$ cat config.mk
export PLATFORM = sky130hd
export DESIGN_NAME = sensor_resistance_classifier_top
export DESIGN_NICKNAME = d
export VERILOG_FILES = /design/src/sv/src_pkg.sv /design/src/sv/sensor_resistance_classifier_top.sv /design/src/sv/src_divider.sv /design/src/sv/src_classifier.sv
export SDC_FILE = /design/constraint.sdc
export NUM_CORES = 1
export LEC_CHECK = 0
export BUFFER_PORTS_ARGS = -buffer_cell sky130_fd_sc_hd__buf_2
export CORE_MARGIN = 10
export CORE_UTILIZATION = 57
export CTS_BUF_LIST = sky130_fd_sc_hd__clkbuf_2
export DETAILED_ROUTE_END_ITERATION = 6
export PLACE_DENSITY = 0.83
export SETUP_SLACK_MARGIN = 0.3
export SLEW_MARGIN = 20
export SYNTH_ARGS = -nofsm -noshare
export SYNTH_HDL_FRONTEND = slang
export SYNTH_SLANG_ARGS = --single-unit
$ cat constraint.sdc
create_clock -name aclk -period 6.3 [get_ports aclk]
set_clock_uncertainty 0.1 [all_clocks]
set_input_delay 0 -clock aclk [delete_from_list [all_inputs] [get_ports aclk]]
set_output_delay 0 -clock aclk [all_outputs]
set_load 0.03 [all_outputs]
$ cat src/sv/src_pkg.sv
`timescale 1ns / 1ps

package src_pkg;

    // Default sizes of the block.
    localparam int CHANNELS_DEF = 4;
    localparam int SAMPLES_DEF  = 5;

    // Fixed field widths.
    localparam int CH_W       = 2;
    localparam int SAMPLE_W   = 10;
    localparam int AVG_W      = 10;
    localparam int RATIO_W    = 16;
    localparam int CLASS_W    = 3;
    localparam int ENABLE_W   = 4;
    localparam int CFG_IDX_W  = 3;
    localparam int CFG_DATA_W = 16;

    // Shared divider sizes: the dividend holds 1023 * 1000, the divisor holds 1024.
    localparam int DIV_W = 20;
    localparam int DVS_W = 11;

    // Arithmetic constants.
    localparam logic [DIV_W-1:0]   RATIO_SCALE = 20'd1000;
    localparam logic [DVS_W-1:0]   FULL_SCALE  = 11'd1024;
    localparam logic [RATIO_W-1:0] RATIO_MAX   = 16'hFFFF;

    // Register indexes on the configuration port.
    localparam logic [CFG_IDX_W-1:0] REG_CHANNEL_ENABLE = 3'd0;
    localparam logic [CFG_IDX_W-1:0] REG_SHORT_LIMIT    = 3'd1;
    localparam logic [CFG_IDX_W-1:0] REG_HIGH_FLOOR     = 3'd2;
    localparam logic [CFG_IDX_W-1:0] REG_HIGH_LIMIT     = 3'd3;
    localparam logic [CFG_IDX_W-1:0] REG_NORMAL_LIMIT   = 3'd4;

    // Register reset values.
    localparam logic [ENABLE_W-1:0] ENABLE_RST       = 4'd15;
    localparam logic [RATIO_W-1:0]  SHORT_LIMIT_RST  = 16'd480;
    localparam logic [RATIO_W-1:0]  HIGH_FLOOR_RST   = 16'd750;
    localparam logic [RATIO_W-1:0]  HIGH_LIMIT_RST   = 16'd1220;
    localparam logic [RATIO_W-1:0]  NORMAL_LIMIT_RST = 16'd1680;

    // Sensor class codes.
    localparam logic [CLASS_W-1:0] CLS_NORMAL = 3'd1;
    localparam logic [CLASS_W-1:0] CLS_LOW    = 3'd2;
    localparam logic [CLASS_W-1:0] CLS_HIGH   = 3'd3;
    localparam logic [CLASS_W-1:0] CLS_OPEN   = 3'd4;
    localparam logic [CLASS_W-1:0] CLS_SHORT  = 3'd5;

    // Classification thresholds.
    typedef struct packed {
        logic [RATIO_W-1:0] short_limit;
        logic [RATIO_W-1:0] high_floor;
        logic [RATIO_W-1:0] high_limit;
        logic [RATIO_W-1:0] normal_limit;
    } src_thresh_t;

    // Divider status seen by the sequencer.
    typedef struct packed {
        logic busy;
        logic done;
    } src_div_status_t;

endpackage

$ cat src/sv/sensor_resistance_classifier_top.sv
`timescale 1ns / 1ps
// Timing: a sample that does not complete an average is absorbed in its accept cycle.
// A completing sample then passes the sequencer states in order: the mean by reciprocal
// multiplication, loading of the divider, 20 serial divider steps for the ratio, capture
// of the ratio and loading of the output register. Reset clears sums, counts and state.
// Throughput: one request per cycle while averaging; s_ready stays low from a completing
// sample until its result is loaded, longer while m_ready holds off.

module sensor_resistance_classifier_top #(
    parameter int CHANNELS = src_pkg::CHANNELS_DEF,
    parameter int SAMPLES  = src_pkg::SAMPLES_DEF
) (
    input  logic                            aclk,
    input  logic                            aresetn,
    input  logic                            s_valid,
    output logic                            s_ready,
    input  logic [src_pkg::CH_W-1:0]        s_channel,
    input  logic [src_pkg::SAMPLE_W-1:0]    s_sample,
    output logic                            m_valid,
    input  logic                            m_ready,
    output logic [src_pkg::CH_W-1:0]        m_out_channel,
    output logic [src_pkg::AVG_W-1:0]       m_average,
    output logic [src_pkg::RATIO_W-1:0]     m_resistance,
    output logic [src_pkg::CLASS_W-1:0]     m_sensor_class,
    input  logic                            cfg_we,
    input  logic [src_pkg::CFG_IDX_W-1:0]   cfg_index,
    input  logic [src_pkg::CFG_DATA_W-1:0]  cfg_wdata
);
    import src_pkg::*;

    // Only channels reachable by the channel field get storage.
    localparam int CH_DEPTH = (CHANNELS < 4) ? CHANNELS : 4;
    localparam int IDX_W    = (CH_DEPTH > 1) ? $clog2(CH_DEPTH) : 1;
    localparam int SUM_W    = $clog2(SAMPLES * 1023 + 1);
    localparam int CNT_W    = $clog2(SAMPLES + 1);

    // Mean by reciprocal multiplication: exact for every sum below 2**SUM_W.
    localparam int MEAN_SH = SUM_W + $clog2(SAMPLES);
    localparam int RECIP_W = SUM_W + 1;
    localparam int PROD_W  = SUM_W + RECIP_W;
    localparam logic [RECIP_W-1:0] MEAN_RECIP =
        RECIP_W'(((64'd1 << MEAN_SH) + 64'(SAMPLES) - 64'd1) / 64'(SAMPLES));

    // Sequencer states.
    localparam logic [2:0] ST_IDLE      = 3'd0;
    localparam logic [2:0] ST_MEAN      = 3'd1;
    localparam logic [2:0] ST_MUL       = 3'd2;
    localparam logic [2:0] ST_DIV_RATIO = 3'd3;
    localparam logic [2:0] ST_OUT       = 3'd4;

    logic [2:0]           state_reg;
    logic [2:0]           state_next;
    logic [ENABLE_W-1:0]  enable_reg;
    src_thresh_t          thresh_reg;
    logic [SUM_W-1:0]     sum_reg [CH_DEPTH];
    logic [CNT_W-1:0]     count_reg [CH_DEPTH];
    logic [CH_W-1:0]      ch_reg;
    logic [SUM_W-1:0]     sum_hold_reg;
    logic [AVG_W-1:0]     avg_reg;
    logic [RATIO_W-1:0]   ratio_reg;
    logic                 m_valid_reg;
    logic [CH_W-1:0]      m_channel_reg;
    logic [AVG_W-1:0]     m_average_reg;
    logic [RATIO_W-1:0]   m_ratio_reg;
    logic [CLASS_W-1:0]   m_class_reg;

    logic                 in_fire;
    logic                 ch_ok;
    logic [IDX_W-1:0]     idx;
    logic [SUM_W-1:0]     sum_add;
    logic [CNT_W-1:0]     count_inc;
    logic                 full;
    logic                 avg_start;
    logic [PROD_W-1:0]    mean_prod;
    logic                 div_start;
    logic [DIV_W-1:0]     div_dividend;
    logic [DVS_W-1:0]     div_divisor;
    src_div_status_t      div_st;
    logic [DIV_W-1:0]     div_quotient;
    logic [RATIO_W-1:0]   ratio_sat;
    logic [CLASS_W-1:0]   cls;
    logic                 out_load;

    // Input request qualification and running sum update.
    always_comb begin
        in_fire   = s_valid && s_ready;
        idx       = s_channel[IDX_W-1:0];
        ch_ok     = (int'(s_channel) < CH_DEPTH) && enable_reg[s_channel];
        sum_add   = sum_reg[idx] + SUM_W'(s_sample);
        count_inc = count_reg[idx] + 1'b1;
        full      = (count_inc == CNT_W'(SAMPLES));
        avg_start = in_fire && ch_ok && full;
    end

    // Mean of the held sum, then the shared divider feed for the resistance ratio.
    always_comb begin
        mean_prod    = PROD_W'(sum_hold_reg) * PROD_W'(MEAN_RECIP);
        div_start    = (state_reg == ST_MUL);
        div_dividend = DIV_W'(avg_reg) * RATIO_SCALE;
        div_divisor  = FULL_SCALE - DVS_W'(avg_reg);
        ratio_sat = (|div_quotient[DIV_W-1:RATIO_W]) ? RATIO_MAX
                                                     : div_quotient[RATIO_W-1:0];
        out_load  = (state_reg == ST_OUT) && (!m_valid_reg || m_ready);
    end

    // Sequencer.
    always_comb begin
        state_next = state_reg;
        case (state_reg)
            ST_IDLE: begin
                if (avg_start) state_next = ST_MEAN;
            end
            ST_MEAN: begin
                state_next = ST_MUL;
            end
            ST_MUL: begin
                state_next = ST_DIV_RATIO;
            end
            ST_DIV_RATIO: begin
                if (div_st.done) state_next = ST_OUT;
            end
            ST_OUT: begin
                if (out_load) state_next = ST_IDLE;
            end
            default: begin
                state_next = ST_IDLE;
            end
        endcase
    end

    // Control state, configuration and per-channel accumulators.
    always_ff @(posedge aclk) begin
        if (!aresetn) begin
            state_reg   <= ST_IDLE;
            m_valid_reg <= 1'b0;
            enable_reg  <= ENABLE_RST;
            thresh_reg  <= '{SHORT_LIMIT_RST, HIGH_FLOOR_RST,
                             HIGH_LIMIT_RST, NORMAL_LIMIT_RST};
            for (int i = 0; i < CH_DEPTH; i++) begin
                sum_reg[i]   <= '0;
                count_reg[i] <= '0;
            end
        end else begin
            state_reg <= state_next;
            if (out_load) begin
                m_valid_reg <= 1'b1;
            end else if (m_ready) begin
                m_valid_reg <= 1'b0;
            end
            if (cfg_we) begin
                case (cfg_index)
                    REG_CHANNEL_ENABLE: enable_reg              <= cfg_wdata[ENABLE_W-1:0];
                    REG_SHORT_LIMIT:    thresh_reg.short_limit  <= cfg_wdata[RATIO_W-1:0];
                    REG_HIGH_FLOOR:     thresh_reg.high_floor   <= cfg_wdata[RATIO_W-1:0];
                    REG_HIGH_LIMIT:     thresh_reg.high_limit   <= cfg_wdata[RATIO_W-1:0];
                    REG_NORMAL_LIMIT:   thresh_reg.normal_limit <= cfg_wdata[RATIO_W-1:0];
                    default: ;
                endcase
            end
            if (in_fire && ch_ok) begin
                if (full) begin
                    sum_reg[idx]   <= '0;
                    count_reg[idx] <= '0;
                end else begin
                    sum_reg[idx]   <= sum_add;
                    count_reg[idx] <= count_inc;
                end
            end
        end
    end

    // Working values and the output register.
    always_ff @(posedge aclk) begin
        if (avg_start) begin
            ch_reg       <= s_channel;
            sum_hold_reg <= sum_add;
        end
        if (state_reg == ST_MEAN) begin
            avg_reg <= mean_prod[MEAN_SH +: AVG_W];
        end
        if (state_reg == ST_DIV_RATIO && div_st.done) begin
            ratio_reg <= ratio_sat;
        end
        if (out_load) begin
            m_channel_reg <= ch_reg;
            m_average_reg <= avg_reg;
            m_ratio_reg   <= ratio_reg;
            m_class_reg   <= cls;
        end
    end

    src_divider u_divider (
        .aclk     (aclk),
        .aresetn  (aresetn),
        .start    (div_start),
        .dividend (div_dividend),
        .divisor  (div_divisor),
        .status   (div_st),
        .quotient (div_quotient)
    );

    src_classifier u_classifier (
        .ratio        (ratio_reg),
        .thresh       (thresh_reg),
        .sensor_class (cls)
    );

    assign s_ready        = (state_reg == ST_IDLE);
    assign m_valid        = m_valid_reg;
    assign m_out_channel  = m_channel_reg;
    assign m_average      = m_average_reg;
    assign m_resistance   = m_ratio_reg;
    assign m_sensor_class = m_class_reg;

`ifndef ASSERT_OFF
    // The divider is never restarted while it is still iterating.
    assert property (@(posedge aclk) disable iff (!aresetn)
        div_start |-> !div_st.busy)
        else $error("divider started while busy");

    // A divider completion only arrives while the sequencer waits for one.
    assert property (@(posedge aclk) disable iff (!aresetn)
        div_st.done |-> (state_reg == ST_DIV_RATIO))
        else $error("divider done outside the divide state");

    // A new result only appears from the output state.
    assert property (@(posedge aclk) disable iff (!aresetn)
        $rose(m_valid_reg) |-> $past(state_reg) == ST_OUT)
        else $error("result raised outside the output state");

    // Every reported class is one of the five codes.
    assert property (@(posedge aclk) disable iff (!aresetn)
        m_valid_reg |-> (m_class_reg >= CLS_NORMAL && m_class_reg <= CLS_SHORT))
        else $error("invalid sensor class reported");
`endif

endmodule

$ cat src/sv/src_divider.sv
`timescale 1ns / 1ps

module src_divider (
    input  logic                          aclk,
    input  logic                          aresetn,
    input  logic                          start,
    input  logic [src_pkg::DIV_W-1:0]     dividend,
    input  logic [src_pkg::DVS_W-1:0]     divisor,
    output src_pkg::src_div_status_t      status,
    output logic [src_pkg::DIV_W-1:0]     quotient
);
    import src_pkg::*;

    localparam int STEP_W = $clog2(DIV_W + 1);

    logic [DVS_W-1:0]  rem_reg;
    logic [DVS_W-1:0]  rem_next;
    logic [DIV_W-1:0]  quo_reg;
    logic [DIV_W-1:0]  quo_next;
    logic [DVS_W-1:0]  dvs_reg;
    logic [STEP_W-1:0] step_reg;
    logic              busy_reg;
    logic              done_reg;
    logic [DVS_W:0]    trial;
    logic [DVS_W:0]    diff;
    logic              fits;

    // One restoring step: shift in the next dividend bit and try the subtraction.
    always_comb begin
        trial    = {rem_reg, quo_reg[DIV_W-1]};
        diff     = trial - {1'b0, dvs_reg};
        fits     = (trial >= {1'b0, dvs_reg});
        rem_next = fits ? diff[DVS_W-1:0] : trial[DVS_W-1:0];
        quo_next = {quo_reg[DIV_W-2:0], fits};
    end

    // Step counter and status.
    always_ff @(posedge aclk) begin
        if (!aresetn) begin
            busy_reg <= 1'b0;
            done_reg <= 1'b0;
            step_reg <= '0;
        end else begin
            done_reg <= 1'b0;
            if (start) begin
                busy_reg <= 1'b1;
                step_reg <= STEP_W'(DIV_W);
            end else if (busy_reg) begin
                step_reg <= step_reg - 1'b1;
                if (step_reg == STEP_W'(1)) begin
                    busy_reg <= 1'b0;
                    done_reg <= 1'b1;
                end
            end
        end
    end

    // Partial remainder and quotient shift register.
    always_ff @(posedge aclk) begin
        if (start) begin
            rem_reg <= '0;
            quo_reg <= dividend;
            dvs_reg <= divisor;
        end else if (busy_reg) begin
            rem_reg <= rem_next;
            quo_reg <= quo_next;
        end
    end

    assign status.busy = busy_reg;
    assign status.done = done_reg;
    assign quotient    = quo_reg;

endmodule

$ cat src/sv/src_classifier.sv
`timescale 1ns / 1ps

module src_classifier (
    input  logic [src_pkg::RATIO_W-1:0]  ratio,
    input  src_pkg::src_thresh_t         thresh,
    output logic [src_pkg::CLASS_W-1:0]  sensor_class
);
    import src_pkg::*;

    // The tests are checked in priority order; anything not caught is open.
    always_comb begin
        if (ratio > thresh.high_limit && ratio <= thresh.normal_limit) begin
            sensor_class = CLS_NORMAL;
        end else if (ratio >= thresh.high_floor && ratio <= thresh.high_limit) begin
            sensor_class = CLS_HIGH;
        end else if (ratio > thresh.short_limit && ratio <= thresh.high_floor) begin
            sensor_class = CLS_LOW;
        end else if (ratio <= thresh.short_limit) begin
            sensor_class = CLS_SHORT;
        end else begin
            sensor_class = CLS_OPEN;
        end
    end

endmodule

==> summary.txt, run 1 <==
Logic synthesis
  – Yosys warnings: 0
  – Dominant synthesized flop cell: edfxtp_1
  – Synth async-reset ratio: 0
  – #FFs+latches synth: 257
  – Syn_nets: between 1,500 and 2,000
  – Register area share after synthesis: 0.402
  – Avg Cell Area, Syn: 10.4 um2
  – Syn Inst Count: about 1,600
  – Cell Area, Synth: between 15,000 and 20,000 um2
  – Post-synth EDFFs: ~160
  – Yosys cell types: 74

Power
  – Max rail drop VDD: 672 uV
  – PD cells: around 430 nW/um2
  – Leak pwr: between 8 and 9 nW

Worst setup path
  – WS Path Type: reg -> reg
  – Arrival @ worst endpoint: 5.63 ns
  – R2r startpoint: sum_hold_reg[7]
  – FF-to-FF path depth: 17
  – CP Capture Type: flop
  – FF-to-FF End: avg_reg[9]
  – CP Max Fanout: 5
  – CP cell instances: ha_1 -> inv_1 -> fa_1 -> inv_1 -> fa_1 -> inv_1 -> fa_1 -> fa_1 -> inv_1 -> ha_1 -> a21o_1 -> a21oi_1 -> a2bb2oi_1 -> o211ai_1 -> a31o_2 -> a21oi_1 -> xnor2_1
  – Flop-to-flop setup slack: 1.14 ns
  – Largest stage delay, worst path: 0.54 ns
  – Worst Path Required: a little under 7 ns
  – Critical Path Source Type: flop
  – Slowest cell on crit path: fa_1

Detailed routing
  – DR iter-0 viols: roughly 820
  – Via count: roughly 12,000
  – DRC viols: 0
  – WL/cell: approximately 17 um
  – Vias/cell: around 5.6
  – Drt first pass iters: 5
  – Final WL: 38,300 um
  – Final ANT Viol Nets: 0

CTS
  – Sink Count: 257
  – Clock Latency Late Sink: around 0.85 ns
  – Cts bufs inserted: 70
  – Post-CTS Setup Bufs: 0
  – H-tree lvl count: 3
  – Root Driver: clkbuf_2
  – CTS tree: yes
  – CTS Buffer Depth: 3
  – Worst-path clk slew: about 0.11 ns

Timing
  – Slew @ Worst Pin: slightly below 1 ns
  – Fmax: ~0.19 GHz
  – Max-slew headroom: 0.340
  – Final setup fails: 0
  – Setup TNS: 0 ns
  – RSZ-0062 raised after global routing: no
  – Final Cycle Share: 0.819
  – Fin. Hold Viols: 0
  – Min Tclk post-route: a little over 5 ns
  – Slew Limit Fails: 0

Placed design
  – Post-Place Cell Area: 17,600 um2
  – RePlAce Congestion: 0.938
  – Dpl hpwl: roughly 28,000 um
  – Placed insts: a little over 2,000
  – # port buffers: slightly below 70

Floorplanning
  – Io pins: between 60 and 70
  – Die height: a little under 200 um
  – Core area: about 29,000 um2
  – Die width: between 150 and 200 um
  – DIE AREA: 36,900 um2
  – Starting Density: 0.583
  – Num rows: a little over 60

Layout
  – Final Non-Filler Cells: roughly 2,200
  – Fin area: 18,900 um2
  – Area added between synthesis and finish: 12.2%
  – Max reg flops: 64
  – Fraction of layout cells with a size suffix above 1: 0.121
  – Fin nets: 2,131

Run
  – Max Cap Violations: 0

GRT
  – First-pass GRT wire length: 63,800 um
  – Antenna violations before repair: 1
  – GRT Util Overall: 0.213
  – Maximum number of pins on one net before global-route repair: 82
  – Vias in the first global route: approximately 13,000
  – Total gr overflow: 0

Min path
  – HP Class: in -> reg
  – Worst hold stages: 5
  – Hold endpoint: enable_reg[1]
  – Hold path start: cfg_index[2]

Status
  – Outcome: complete, no violations
-- cells in the mapped netlist, types with 6 or more instances --
cell type,instances,area share
nand4_1,22,0.0082
inv_1,232,0.052
nor2_1,93,0.021
a21boi_1,8,0.0036
nor2b_1,18,0.0067
o211ai_1,24,0.011
a211oi_1,7,0.0031
a21oi_1,65,0.019
o21ai_1,20,0.0059
fa_1,74,0.088
nand3_1,32,0.0095
and3_1,8,0.0030
mux4_2,16,0.021
o21a_1,11,0.0049
nand2_1,172,0.038
xnor2_1,35,0.018
nand2b_1,28,0.010
mux2i_1,15,0.0089
xor2_1,18,0.0093
and2_1,6,0.0022
a21boi_0,41,0.018
a21o_1,18,0.0080
ha_1,225,0.17
clkbuf_1,40,0.0089
inv_2,9,0.0020
o21ai_0,33,0.0098
dfxtp_1,93,0.11
nor3_1,12,0.0036
nor4_1,8,0.0030
edfxtp_1,164,0.29
-- timing repair --
action                                 4_1_cts  5_1_grt
gates resized for setup                      0        0
endpoints found under the hold margin      214        0
hold buffers                                76        0
-- how the worst max path moves through the flow --
stage	startpoint	end	slack [ns]	cells after the start
finish	sum_hold_reg[7]	avg_reg[9]	1.14	17
floorplan	sum_hold_reg[7]	avg_reg[9]	1.49	17
detailed placement	sum_hold_reg[7]	avg_reg[9]	1.19	17
global placement	sum_hold_reg[7]	avg_reg[9]	1.30	17
global route	sum_hold_reg[7]	avg_reg[9]	0.88	17
CTS	sum_hold_reg[7]	avg_reg[9]	1.17	17
-- placed cells by master, fill, tap and decap left out, types with 65 or more instances in the layout --
master and count:
inv_1 232, ha_1 225, fa_1 74, a21oi_1 65, nor2_1 93, buf_2 68, dlygate4sd3_1 76, clkbuf_2 98
nand2_1 172, dfxtp_1 93, edfxtp_1 164
-- worst max-delay path: cells and delay by family (launching register included) --
kind / cells / cell delay (ns)
DFF: 1 / 0.51
buffers and inverters: 4 / 0.23
AOI/OAI and AO/OA: 6 / 1.19
adders and majority gates: 6 / 2.79
xor gates and xnor gates: 1 / 0.08
-- metal layers --
layer  track usage  share of wire
met1         0.267           0.42
met2         0.357           0.49
met3        0.0403          0.063
met4        0.0802          0.028
met5             0              0
-- per-stage QoR --
| stage | hold slack (ns) | total power [W] | util | setup WS, ns |
|---|---|---|---|---|
| 3_5_place_dp | 0.188 | 0.00693 | 0.608 | 1.19 |
| 3_3_place_gp | 0.180 | 0.00680 | 0.608 | 1.30 |
| 5_1_grt | 0.142 | 0.00888 | 0.654 | 0.882 |
| 4_1_cts | 0.0521 | 0.00812 | 0.654 | 1.17 |
| 2_1_floorplan | -0.00113 | 0.00587 | - | 1.49 |
| 6_report | 0.113 | 0.00809 | 0.654 | 1.14 |
-- report_power, final --
group | internal (W) | switching (W)
registers | 0.00203 | 0.000129
logic | 0.00207 | 0.00274
clock network | 0.000415 | 0.000706
total | 0.00451 | 0.00357
-- cell families after synthesis --
| family | Yosys count | synth area share |
|---|---|---|
| AOI/OAI and AO/OA | 265 | 0.103 |
| adders and majority gates | 299 | 0.255 |
| buffers and inverters | 286 | 0.0640 |
| DFF | 257 | 0.402 |
| and+or+nand+nor | 424 | 0.118 |
| muxes | 32 | 0.0309 |
| xor gates and xnor gates | 53 | 0.0275 |
-- layout make-up --
class,count,area (um2)
clock buffers,98,490
inverters,241,905
clock inverters,17,72.6
multi-input cells,1073,9020
diodes,1,2.50
well taps,384,480
flip-flops and latches,257,6790
fillers,2235,10000
repair buffers,153,1170
Power figures use the tool's default switching activity.
==> inputs of run 2 (changes only) <==
ABC_AREA = 1   (was default)
clock period = 5.1 ns   (was 6.3 ns; I/O delays follow)
==> run 2 against run 1 <==
Area after synthesis is 2.4% higher. Global-route usage is 0.94 points higher. Maximum frequency is 12% higher. Flip-flop and latch count stayed put. Synthesized cell count is 20% higher. Via count is 11% higher. Count of clock-buffer cells in the layout stayed put. Largest cell class unchanged. Highest routed layer unchanged. Die area is 2.2% higher.
==> summary.txt, run 2 <==
Floorplanning
  – Die height: 194 um (+1.1%)
  – DIE AREA: 37,700 um2 (+2.2%)
  – Core area: 29,800 um2 (+3.0%)
  – Starting Density: 0.580 (-0.00315)
  – Io pins: 69 (unchanged)
  – Die width: 194 um (+1.1%)
  – Num rows: 63 (+1.6%)

Detailed routing
  – Final WL: 42,000 um (+9.7%)
  – Drt first pass iters: 7 (+2)
  – WL/cell: 16.4 um (-5.0%)
  – Vias/cell: 5.38 (-3.6%)
  – Final ANT Viol Nets: 0 (unchanged)
  – Via count: 13,800 (+11%)
  – DR iter-0 viols: 1,019 (+25%)
  – DRC viols: 0 (unchanged)

Logic synthesis
  – Top cells by area, synth: edfxtp_1 (29%), ha_1 (16%), dfxtp_1 (11%)
  – Post-synth EDFFs: 164 (unchanged)
  – Avg Cell Area, Syn: 8.91 um2 (-15%)
  – Post-synth top area share: 0.285 (-0.00690)
  – Top cell type by total area after synthesis: edfxtp_1
  – Register area share after synthesis: 0.393 (-0.00950)
  – Yosys warnings: 0 (unchanged)
  – Most frequent cells after synthesis: nand2_1 (355), inv_1 (352), ha_1 (225)
  – Synth async-reset ratio: 0 (unchanged)
  – #FFs+latches synth: 257 (unchanged)
  – Cell Area, Synth: 17,300 um2 (+2.4%)
  – Yosys cell types: 46 (-38%)
  – Syn_nets: 2,274 (+17%)
  – Dominant synthesized flop cell: edfxtp_1
  – Count leader, synth: nand2_1
  – Syn Inst Count: 1,939 (+20%)

GRT
  – First-pass GRT wire length: 69,900 um (+9.7%)
  – Antenna violations before repair: 1 (unchanged)
  – GRT Util Overall: 0.222 (+0.00937)
  – Total gr overflow: 0 (unchanged)
  – Vias in the first global route: 14,445 (+12%)
  – Maximum number of pins on one net before global-route repair: 71 (-13%)

CTS
  – Clock Latency Late Sink: 0.87 ns (+0.02 ns)
  – Sink Count: 257 (unchanged)
  – H-tree lvl count: 3 (unchanged)
  – Root Driver: clkbuf_2
  – Cts bufs inserted: 69 (-1.4%)
  – CTS Buffer Depth: 3 (unchanged)
  – CTS tree: yes
  – Worst-path clk slew: 0.09 ns (-0.02 ns)

Layout
  – Fin util: 0.653 (-0.00135)
  – Max reg flops: 64 (unchanged)
  – Final Non-Filler Cells: 2,567 (+15%)
  – Fin nets: 2,461 (+15%)
  – Commonest non-fill, non-tap cell in the layout: nand2_1
  – Fraction of layout cells with a size suffix above 1: 0.108 (-0.0137)
  – Area added between synthesis and finish: 12.6%
  – Most frequent cells in the layout: nand2_1 (353), inv_1 (352), ha_1 (222), edfxtp_1 (164), nor2_1 (158)

Timing
  – Max-slew headroom: 0.377 (+0.0372)
  – Final worst setup slack: 0.492 ns (-0.646 ns)
  – Min Tclk post-route: 4.61 ns (-0.554 ns)
  – Final setup fails: 0 (unchanged)
  – Fmax: 0.217 GHz (+12%)
  – RSZ-0062 raised after global routing: yes
  – Slew Limit Fails: 0 (unchanged)
  – Final Cycle Share: 0.904 (+0.0842)
  – Slew @ Worst Pin: 0.932 ns (-0.0559 ns)
  – Setup TNS: 0 ns (unchanged)
  – Fin. Hold Viols: 0 (unchanged)

Worst setup path
  – CP Max Fanout: 4 (-1)
  – Critical Path Source Type: flop
  – Worst Path Required: 5.52 ns (-1.25 ns)
  – FF-to-FF path depth: 16 (-1)
  – CP Capture Type: flop
  – WS Path Type: reg -> reg
  – Arrival @ worst endpoint: 5.03 ns (-0.60 ns)

Min path
  – HP Class: in -> reg
  – Worst hold stages: 7 (+2)

Run
  – Max Cap Violations: 0 (unchanged)

Placed design
  – RePlAce Congestion: 0.927 (-1.1%)
  – Post-Place Worst Slack: 0.321 ns (-0.869 ns)
  – Dpl hpwl: 30,300 um (+9.2%)
  – Placed insts: 2,367 (+16%)
  – # port buffers: 68 (unchanged)

Status
  – Outcome: complete, no violations
-- run 2: cell types whose count changed in the layout (fill, tap and decap cells not counted), sizes merged, moves of 11 or more --
cell	previous run	this run
a21boi	49	1
a21oi	65	135
inv	244	360
mux2i	15	0
mux4	16	0
nand2	172	367
nand2b	28	0
nand3	32	72
nor2	93	167
nor2b	18	1
o21ai	53	104
o22ai	3	14
xnor2	35	16
-- run 2: per-stage QoR --
step / cell area [um2] / hold WS (ns)
final: 19500 / 0.0818
after global routing: 19500 / 0.0640
after CTS: 19300 / 0.0216
after detailed placement: 18000 / 0.173
after global placement: 18000 / 0.166
after floorplan: 17300 / -0.00113
-- run 2: cells by family after synthesis --
family	Yosys count	share of synthesized area
and+or+nand+nor	646	0.155
AOI/OAI and AO/OA	300	0.0950
adders and majority gates	299	0.249
xor gates and xnor gates	40	0.0203
DFF	257	0.393
buffers and inverters	397	0.0879
-- run 2: path summary, 6_finish.rpt --
kind	from	end	slack, ns
setup / recovery	sum_hold_reg[7]	avg_reg[8]	0.49
hold / removal	cfg_index[0]	enable_reg[1]	0.08
setup reg to reg	sum_hold_reg[7]	avg_reg[8]	0.49
hold reg to reg	ch_reg[1]	m_out_channel[1]	0.32
-- run 2: what timing repair did --
item                                    CTS  global route
endpoints found under the hold margin   201             0
endpoints found under the setup margin    2             8
pin swaps                                 0             3
resized for setup                         1            11
hold buffers                             71             0
buffers inserted                          2             5
cloned                                    0             0
-- run 2: worst max-delay path: stages, from the launching register on --
cell      delay, ns
edfxtp_1       0.42
buf_4          0.17
ha_1           0.28
inv_1          0.09
fa_1           0.54
inv_1          0.05
fa_1           0.50
fa_1           0.51
fa_1           0.60
ha_4           0.23
nand2_1        0.12
inv_1          0.05
a21oi_1        0.17
nand3_2        0.14
nand3_1        0.11
nand2_1        0.06
xor2_1         0.14
-- run 2: layout make-up --
cell class	instances	area, um2
Multi-Input combinational cell	1285	9070
Tap cell	390	488
Antenna cell	2	5.00
Sequential cell	257	6790
Fill cell	2388	10300
Clock buffer	98	490
Timing Repair Buffer	155	1170
Inverter	358	1350
Clock inverter	22	95.1
-- run 2: layer usage --
metal  share of wire  GRT usage
met1            0.42      0.263
met2            0.48      0.382
met3           0.062     0.0417
met4           0.039      0.103
met5               0          0
Power of run 2 is left out: the tool's default activity adds up to more than one toggle a clock period on the data nets, which glitch-free logic cannot reach.
==> inputs of run 3 (changes only) <==
GPL_TIMING_DRIVEN = 0   (was default)
==> run 3 against run 2 <==
Cell area grew 1.7%. Critical path depth did not move. Count of clock-buffer cells in the layout down 5. Non-clock buffer count is 52 higher. Hold slack worse by 0.031 ns. Final cell count up 1.9%. Wire length grew 5.2%. Global-route usage rose by 0.82 points. Flip-flop and latch count did not move. Largest cell class unchanged.
==> summary.txt, run 3 (synthesis gave the netlist of run 2 again) <==
GRT
  – Total gr overflow: 0 (unchanged)
  – Vias in the first global route: 14,892 (+3.1%)
  – First-pass GRT wire length: 72,100 um (+3.2%)
  – GRT Util Overall: 0.230 (+0.00824)
  – Antenna violations before repair: 1 (unchanged)
  – M3 GR Usage: 0.0401 (-0.00156)
  – Gr busiest metal: met2
  – GRT met2 Usage: 0.408 (+0.0264)
  – Maximum number of pins on one net before global-route repair: 21 (-70%)
  – Grt met1 use: 0.260 (-0.00247)

Timing
  – RSZ-0062 raised after global routing: yes
  – Min Tclk post-route: 4.71 ns (+0.102 ns)
  – Setup TNS: 0 ns (unchanged)
  – Final worst setup slack: 0.390 ns (-0.102 ns)
  – Slew @ Worst Pin: 1.02 ns (+0.0926 ns)
  – Final setup fails: 0 (unchanged)
  – Fmax: 0.212 GHz (-2.2%)
  – Fin. Hold Viols: 0 (unchanged)
  – Max-slew headroom: 0.317 (-0.0603)
  – Worst Hold Margin: 0.0512 ns (-0.0306 ns)
  – Slew Limit Fails: 0 (unchanged)
  – Final Cycle Share: 0.924 (+0.0200)

Status
  – Outcome: complete, no violations

Placed design
  – Post-Place Cell Area: 18,200 um2 (+0.81%)
  – # port buffers: 67 (-1.5%)
  – RePlAce Congestion: 0.906 (-2.3%)
  – Post-Place Worst Slack: 0.218 ns (-0.104 ns)
  – Dpl hpwl: 31,900 um (+5.4%)

Detailed routing
  – Vias/cell: 5.51 (+2.5%)
  – DRC viols: 0 (unchanged)
  – WL/cell: 16.9 um (+3.3%)
  – Final ANT Viol Nets: 0 (unchanged)
  – DR iter-0 viols: 998 (-2.1%)
  – Drt first pass iters: 6 (-1)
  – Via count: 14,421 (+4.5%)
  – Final WL: 44,200 um (+5.2%)

Layout
  – Max reg flops: 64 (unchanged)
  – Commonest non-fill, non-tap cell in the layout: nand2_1
  – Fraction of layout cells with a size suffix above 1: 0.109 (+0.00118)
  – Seq. cell area: 6790 um2 (unchanged)
  – Multi-input gate area: 9040 um2 (-0.29%)
  – Fin nets: 2,513 (+2.1%)
  – Fin area: 19,800 um2 (+1.7%)
  – Most frequent cells in the layout: nand2_1 (354), inv_1 (352), ha_1 (223), edfxtp_1 (164), nor2_1 (160)
  – Fin util: 0.664 (+0.0111)
  – Area added between synthesis and finish: 14.5%
  – Fill cells: 2,308 (-3.4%)

CTS
  – Sink Count: 257 (unchanged)
  – Worst-path clk slew: 0.11 ns (+0.02 ns)
  – CTS Buffer Depth: 3 (unchanged)
  – Root Driver: clkbuf_2
  – Clock Latency Late Sink: 0.88 ns (about the same)
  – CTS tree: yes
  – Cts bufs inserted: 69 (unchanged)
  – H-tree lvl count: 3 (unchanged)

Floorplanning
  – Core area: 29,800 um2 (unchanged)
  – DIE AREA: 37,700 um2 (unchanged)
  – Die height: 194 um (unchanged)
  – Num rows: 63 (unchanged)
  – Die width: 194 um (unchanged)
  – Io pins: 69 (unchanged)
  – Starting Density: 0.580 (unchanged)

Worst setup path
  – Critical Path Source Type: flop
  – CP Max Fanout: 5 (+1)
  – Arrival @ worst endpoint: 5.21 ns (+0.18 ns)
  – Worst setup path startpoint: sum_hold_reg[8]
  – WS Path Type: reg -> reg
  – CP Capture Type: flop
  – R2r startpoint: sum_hold_reg[8]
  – Worst Path Required: 5.60 ns (+0.08 ns)

Power
  – Max rail drop VDD: approximately 1100 uV
  – Sequential Power Share: 0.210
  – Clock network fraction of total power: 0.110
  – Comb pwr share: 0.680
  – PD cells: 684 nW/um2
  – Leak pwr: about 9.5 nW
  – Pint: roughly 0.0067 W
  – P_sw: 0.00687 W
  – Sw Share: 0.508

Min path
  – Hold path start: cfg_index[1]
  – HP Class: in -> reg

Run
  – Max Cap Violations: 0 (unchanged)
## run 3: changes by cell type in the layout (fill, tap and decap cells not counted), moves of 3 or more
| cell | change |
|---|---|
| buf_4 | +3 |
| clkinv_2 | +4 |
| inv_2 | -3 |
| dlygate4sd3_1 | +10 |
| clkbuf_2 | -5 |
| clkbuf_1 | +27 |
| buf_2 | +7 |
## run 3: through the flow
stage / total power (W) / cells
after CTS: 0.0134 / 2603
after detailed placement: 0.0118 / 2398
final: 0.0135 / 2616
after global placement: 0.0115 / 2396
after floorplan: 0.00982 / 1939
after global routing: 0.0151 / 2616
## run 3: layer usage
layer / routed length (um) / vias to the layer above
met5: 0 / -
met1: 17300 / 6786
met4: 2120 / 0
met2: 21900 / 608
met3: 2890 / 172
li1: - / 6855
## run 3: worst paths after layout
| path | slack [ns] | end | cells past startpoint |
|---|---|---|---|
| max | 0.39 | avg_reg[9] | 16 |
| min | 0.05 | enable_reg[1] | 7 |
| max reg2reg | 0.39 | avg_reg[9] | 16 |
| min reg2reg | 0.33 | m_out_channel[1] | 0 |
## run 3: power by group through the flow
| stage | Combinational (W) | Clock (W) | Sequential, W |
|---|---|---|---|
| 2_1_floorplan | 0.00699 | 0 | 0.00283 |
| 3_3_place_gp | 0.00859 | 0 | 0.00290 |
| 3_5_place_dp | 0.00886 | 0 | 0.00291 |
| 4_1_cts | 0.00901 | 0.00150 | 0.00286 |
| 5_1_grt | 0.0106 | 0.00160 | 0.00287 |
| 6_report | 0.00920 | 0.00149 | 0.00284 |
## run 3: what timing repair did
item	CTS	global route
gates resized for setup	1	6
endpoints found under the hold margin	199	0
setup buffers	6	12
hold buffers	81	0
endpoints found under the setup margin	2	6
## run 3: final cells by class
cell class              count  area share
clock buffers              93      0.0235
multi-input cells        1285       0.457
repair buffers            168      0.0669
diodes                      1    0.000126
plain buffers              39     0.00866
clock inverters            25     0.00784
well taps                 390      0.0247
flip-flops and latches    257       0.343
inverters                 358      0.0680
## run 3: worst max-delay path: stages, from the launching register on
cell and delay, ns:
edfxtp_1 0.44, ha_1 0.30, inv_1 0.09, fa_1 0.55
inv_1 0.06, fa_1 0.55, inv_1 0.06, fa_1 0.50
fa_1 0.55, inv_1 0.04, ha_2 0.32, a21o_1 0.22
a31oi_2 0.19, nand2_1 0.10, nand2_1 0.07, nand3_1 0.14
xor2_1 0.17
